--- src/hdl/chba_pkg.sv ---
// Shared types and codes for the compacting handle byte allocator.
// No dependencies; used by every module of the block.
package chba_pkg;

   localparam logic [1:0] ACT_ALLOC = 2'd0;
   localparam logic [1:0] ACT_FREE  = 2'd1;
   localparam logic [1:0] ACT_READ  = 2'd2;
   localparam logic [1:0] ACT_WRITE = 2'd3;

   localparam logic [1:0] ST_OK        = 2'd0;
   localparam logic [1:0] ST_NO_SPACE  = 2'd1;
   localparam logic [1:0] ST_NO_HANDLE = 2'd2;
   localparam logic [1:0] ST_BAD       = 2'd3;

   typedef struct packed {
      logic [1:0]  action;
      logic [10:0] alloc_size;
      logic [7:0]  handle;
      logic [9:0]  byte_offset;
      logic [7:0]  write_value;
   } req_type;

   typedef struct packed {
      logic [7:0] new_handle;
      logic [7:0] read_value;
      logic [1:0] status;
      logic       compacted;
   } rsp_type;

   typedef enum logic [3:0] {
      S_IDLE,
      S_LOOKUP,
      S_CHECK,
      S_ZERO,
      S_SCAN_RD,
      S_SCAN_CMP,
      S_SCAN_END,
      S_MOVE_RD,
      S_MOVE_WR,
      S_PLACE,
      S_RESP
   } state_type;

   typedef struct packed {
      logic load;
      logic check;
      logic commit_alloc;
      logic commit_free;
      logic store_write;
      logic store_read;
      logic fill_step;
      logic scan_sel;
      logic scan_cmp;
      logic move_rd;
      logic move_wr;
      logic place;
      logic comp_done;
      logic respond;
   } cmd_type;

   typedef struct packed {
      logic [1:0] action;
      logic [1:0] code;
      logic       size_zero;
      logic       compact_hit;
      logic       scan_last;
      logic       found;
      logic       move_needed;
      logic       fill_last;
      logic       move_last;
   } stat_type;

endpackage

--- src/hdl/chba_ctrl.sv ---
// Sequencer for the allocator: one state machine driving the datapath.
// Depends on chba_pkg for state, command and status types.
module chba_ctrl import chba_pkg::*; (
   input  logic     clock,
   input  logic     reset,
   input  logic     start,
   output logic     busy,
   input  stat_type stat,
   output cmd_type  cmd
);

   state_type state_ff, state_in;

   always_ff @(posedge clock) begin
      if (reset) begin
         state_ff <= S_IDLE;
      end else begin
         state_ff <= state_in;
      end
   end

   always_comb begin
      state_in = state_ff;
      unique case (state_ff)
         S_IDLE: begin
            if (start) state_in = S_LOOKUP;
         end
         S_LOOKUP: state_in = S_CHECK;
         S_CHECK: begin
            if (stat.code != ST_OK) begin
               state_in = S_RESP;
            end else begin
               unique case (stat.action)
                  ACT_ALLOC: state_in = stat.size_zero ? S_RESP : S_ZERO;
                  ACT_FREE:  state_in = stat.compact_hit ? S_SCAN_RD : S_RESP;
                  default:   state_in = S_RESP;
               endcase
            end
         end
         S_ZERO: begin
            if (stat.fill_last) state_in = S_RESP;
         end
         S_SCAN_RD: state_in = S_SCAN_CMP;
         S_SCAN_CMP: state_in = stat.scan_last ? S_SCAN_END : S_SCAN_RD;
         S_SCAN_END: begin
            priority if (!stat.found) state_in = S_RESP;
            else if (stat.move_needed) state_in = S_MOVE_RD;
            else state_in = S_PLACE;
         end
         S_MOVE_RD: state_in = S_MOVE_WR;
         S_MOVE_WR: state_in = stat.move_last ? S_PLACE : S_MOVE_RD;
         S_PLACE: state_in = S_SCAN_RD;
         S_RESP: state_in = S_IDLE;
         default: state_in = S_IDLE;
      endcase
   end

   always_comb begin
      cmd = '0;
      unique case (state_ff)
         S_IDLE: cmd.load = start;
         S_CHECK: begin
            cmd.check = 1'b1;
            if (stat.code == ST_OK) begin
               cmd.commit_alloc = (stat.action == ACT_ALLOC);
               cmd.commit_free  = (stat.action == ACT_FREE);
               cmd.store_read   = (stat.action == ACT_READ);
               cmd.store_write  = (stat.action == ACT_WRITE);
            end
         end
         S_ZERO:     cmd.fill_step = 1'b1;
         S_SCAN_RD:  cmd.scan_sel = 1'b1;
         S_SCAN_CMP: cmd.scan_cmp = 1'b1;
         S_SCAN_END: cmd.comp_done = !stat.found;
         S_MOVE_RD:  cmd.move_rd = 1'b1;
         S_MOVE_WR:  cmd.move_wr = 1'b1;
         S_PLACE:    cmd.place = 1'b1;
         S_RESP:     cmd.respond = 1'b1;
         default:    cmd = '0;
      endcase
   end

   assign busy = (state_ff != S_IDLE);

endmodule

--- config.mk ---
export PLATFORM = sky130hd
export DESIGN_NAME = chba_ctrl
export DESIGN_NICKNAME = d
export VERILOG_FILES = /design/src/hdl/chba_pkg.sv /design/src/hdl/chba_ctrl.sv
export SDC_FILE = /design/constraint.sdc
export NUM_CORES = 1
export LEC_CHECK = 0
export BUFFER_PORTS_ARGS = -buffer_cell sky130_fd_sc_hd__buf_2
export CORE_AREA = 2 2 39 41
export DETAILED_ROUTE_END_ITERATION = 6
export DIE_AREA = 0 0 41 43
export PLACE_DENSITY = 0.72
export SYNTH_ARGS = -nofsm -noshare
export SYNTH_HDL_FRONTEND = slang
export SYNTH_SLANG_ARGS = --single-unit
--- constraint.sdc ---
create_clock -name clock -period 1.99 [get_ports clock]
set_clock_uncertainty 0.15 [all_clocks]
set_input_delay 0.2985 -clock clock [delete_from_list [all_inputs] [get_ports clock]]
set_output_delay 0.2985 -clock clock [all_outputs]
set_load 0.1 [all_outputs]
# Word-level counts from Yosys, hierarchy flattened
# Cells that the tools add are included.
[totals]
reg_bits = 4
[classes]
eq_ne = 15
n_mux = 22
reduce_logical = 7
[op_table]
columns = ["cell", "n"]
rows = [
  ["one-hot mux 4 bit (10 select lines)", 1],
  ["two-way mux 4 bit", 9],
  ["== test 4 x 3 -> 1 bit (second input constant)", 4],
  ["== test 4 bit (second input constant)", 3],
  ["two-way mux 1 bit", 9],
  ["== test 4 x 2 -> 1 bit (second input constant)", 2],
  ["one-hot mux 4 bit (2 select lines)", 1],
  ["two-way mux 5 bit", 1],
  ["== test 2 bit (second input constant)", 2],
  ["== test 4 x 1 -> 1 bit (second input constant)", 1],
  ["logical NOT 2 bit", 2],
  ["logical NOT 4 bit", 1],
  ["!= test 2 bit (second input constant)", 2],
  ["nonzero test 4 bit", 1],
  ["== test 2 x 1 -> 1 bit (second input constant)", 1],
  ["two-way mux 2 bit", 1],
  ["AND reduction 2 bit", 1],
  ["nonzero test 2 bit", 1],
  ["logical NOT 1 bit", 1],
]

# Logic depth before layout (Yosys ltp)
[logic_depth]
depth_word = 4
mapped_depth = 5
depth_no_buf = 4

# Least setup slack after synthesis
# OpenSTA, ideal clock, no wires.
[synth_timing]
kind = "reg-to-output"
from = "register state_ff[3]"
to = "output cmd[8] in the netlist's numbering"
t_arrival_ps = 3123
setup_slack_ps = -1581
stages_incl_launch_ff = 5
path_buffers = 1
cell_sequence = "dfxtp_1 > buf_6 > nor4b_4 > nand3_1 > nor2_1"
[synth_lines]
columns = ["element", "line_no", "text"]
rows = [
  ["from (decl)", "chba_ctrl.sv:12", "state_type state_ff, state_in;"],
  ["from (signal assigned)", "chba_ctrl.sv:18", "state_ff <= state_in;"],
  ["to (decl)", "chba_ctrl.sv:9", "output cmd_type cmd"],
]

==> flow_summary.yaml <==
clock_tree:
  cts.sinks: 4
  cts_buffer_depth: 2
  ctsRootBufferMaster: "clkbuf_4"
  clk_latency_ns: 0.23
  clkTransAtPathRegs_ns: 0.04
  cts_hold_buf: 0
  cts_tree: "built"
  cts_max_level: 1
  numCtsBuffers: 3
placement:
  portBuffers: 28
  place_area_um2: 902
  dpl.hpwl_um: 1290
  gp_congestion: 0.838
yosys:
  netlist.area_leader.share_pct: 17.0
  synth_top_cell_by_area: "dfxtp_1"
  ys_types: 28
  syn_nets: 82
  synth-seq-area-share_pct: 17.0
  yosys-top-cells-area: "dfxtp_1 (17%), nor2_1 (11%), nand2b_1 (6.6%)"
  syn_area_per_cell_um2: 6.92
  syn_inst: 68
  ys_warn_count: 0
  synthesis.area_um2: 470
  ys_ff_latch: 4
power:
  power_density_nw_per_um2: 1390
  p_sw_share_pct: 61.0
  switchingPower_mw: 0.794
  p_leak_nw: 0.366
  power_mw: 1.30
  ir_worst_vdd_v: 0.00101
  power.internal_mw: 0.507
  clkPwrFrac_pct: 7.7
  power_frac_comb_pct: 80.8
  power_frac_seq_pct: 11.4
layout:
  area.growth.synth_to_final_pct: 98.4
  multi_input_area_um2: 420
  reg_top3: "state_ff: 4 flops"
  num-fill-cells: 109
  drive_gt1_share_pct: 56.0
  layout_common_cells: "buf_2 (15), buf_12 (13), nor2_1 (8)"
  layout.area.seq_um2: 82.6
  postLayoutCellArea_um2: 933
  largest_reg_flops: 4
  top_register: "state_ff"
  layout_commonest_cell: "buf_2"
  fin_nets: 116
  fin_util_pct: 67.5
  n_antenna_cell: 0
detailed_routing:
  met1_length_um: 657
  drc: 0
  topRoutingLayerUsed: "met4"
  dr_total_vias: 621
  drt_wl_total_um: 1580
  dr.pass1.iters: 4
  drtAntennaViolNets: 0
  drt-vias-per-instance: 5.35
  wl_met3_um: 125
  wire_per_inst_um: 13.6
  drt_iter0_markers: 8
  routed-wl-met2_um: 774
grt:
  track_usage_pct: 21.1
  antenna_found_initial: 0
  grt_pass1_vias: 620
  grt_first_pass_wirelength_um: 2590
  grt_max_degree: 15
  overflow: 0
timing:
  tns_ns: 0
  fmax_mhz: 521
  finalHoldViolCount: 0
  period_needed_ns: 1.92
  rsz0062_at_grt: "no"
  slew_headroom_pct: 67.7
  period_share_pct: 96.5
  setup_violations: 0
  worstMarginPinSlew_ns: 0.487
  drv_slew: 0
run:
  maxCapViolCount: 0
die:
  die_area_um2: 1760
  die_height_um: 43
  num_rows: 14
  ios: 29
  die_w_um: 41
  start_util_pct: 34.0
  core_um2: 1380
setup_path:
  critPathLaunchType: "flip-flop"
  crit_type: "flip-flop to output pin"
  crit_required_ns: 1.54
  r2r_start: "state_ff[2]"
  path_max_fanout: 5
  crit_path_start: "state_ff[0]"
  endpoint_kind: "output pin"
  arrival_ns: 1.47
status:
  status: "finished, final reports clean"
min_path:
  min_path_type: "primary input to flip-flop"
  holdCritStartpoint: "reset"
Yosys cell counts (all sizes together):
library cell  count
o2bb2ai           1
o21ai             1
nor2b             2
inv               4
nor4b             1
nand2             7
o221a             1
or3b              1
o221ai            1
a21boi            1
a221oi            1
buf               3
nand2b            6
nor2             14
dfxtp             4
o41ai             2
nor3              5
a21oi             5
nand3             1
clkbuf            1
o31a              1
a31oi             1
and3              2
o32a              1
and4b             1
per-layer routing:
metal / track usage [%] / up-vias
met5: 0 / -
met4: 6.00 / 0
met3: 6.81 / 2
met2: 33.8 / 26
met1: 25.9 / 286
li1: - / 307
power groups by stage:
stage / registers [mW] / clock network (mW) / logic [mW]
finish: 0.149 / 0.101 / 1.05
global route: 0.149 / 0.115 / 1.10
CTS: 0.147 / 0.106 / 1.05
detailed placement: 0.146 / 0 / 1.04
global placement: 0.146 / 0 / 1.02
floorplan: 0.136 / 0 / 0.792
what timing repair did:
item	4_1_cts	5_1_grt
pin swaps	3	1
buffers inserted	1	0
gates resized for setup	1	0
cloned	0	0
endpoints found under the setup margin	3	3
stage by stage:
stage / cells / worst slack, ns / hold WS, ns
final: 116 / 0.0699 / 0.146
after global routing: 116 / 0.000561 / 0.141
after CTS: 116 / 0.0134 / 0.141
after detailed placement: 112 / 0.208 / 0.394
after global placement: 112 / 0.267 / 0.360
after floorplan: 68 / -0.911 / 0.211
area by class of cell:
class / count / share of cell area [%]
clock buffers: 3 / 2.41
inverters: 4 / 1.61
multi-input cells: 56 / 45.0
flip-flops and latches: 4 / 8.85
well taps: 16 / 2.14
repair buffers: 33 / 39.9
kinds of logic (layout without fill, tap and decap cells):
kind of cell           count (synthesis)  after routing  synth area share, %
and+or+nand+nor                       40             40                 46.8
buffers and inverters                  8             40                 9.57
AOI/OAI and AO/OA                     16             16                 26.6
DFF                                    4              4                 17.0
worst max-delay path, cell delays in order, from the launching register on:
cell     delay, ns
dfxtp_2       0.33
nor4b_4       0.39
nand3_2       0.20
nor2_4        0.14
buf_12        0.18
final timing paths:
check                           depth (start not counted)     endpoint  slack [ns]
worst max-delay path                                    4       cmd[9]        0.07
worst min-delay path                                    2  state_ff[2]        0.15
worst max register to register                          5  state_ff[1]        0.33
worst min register to register                          3  state_ff[3]        0.46
No activity file was read; power rests on OpenSTA's default activity.
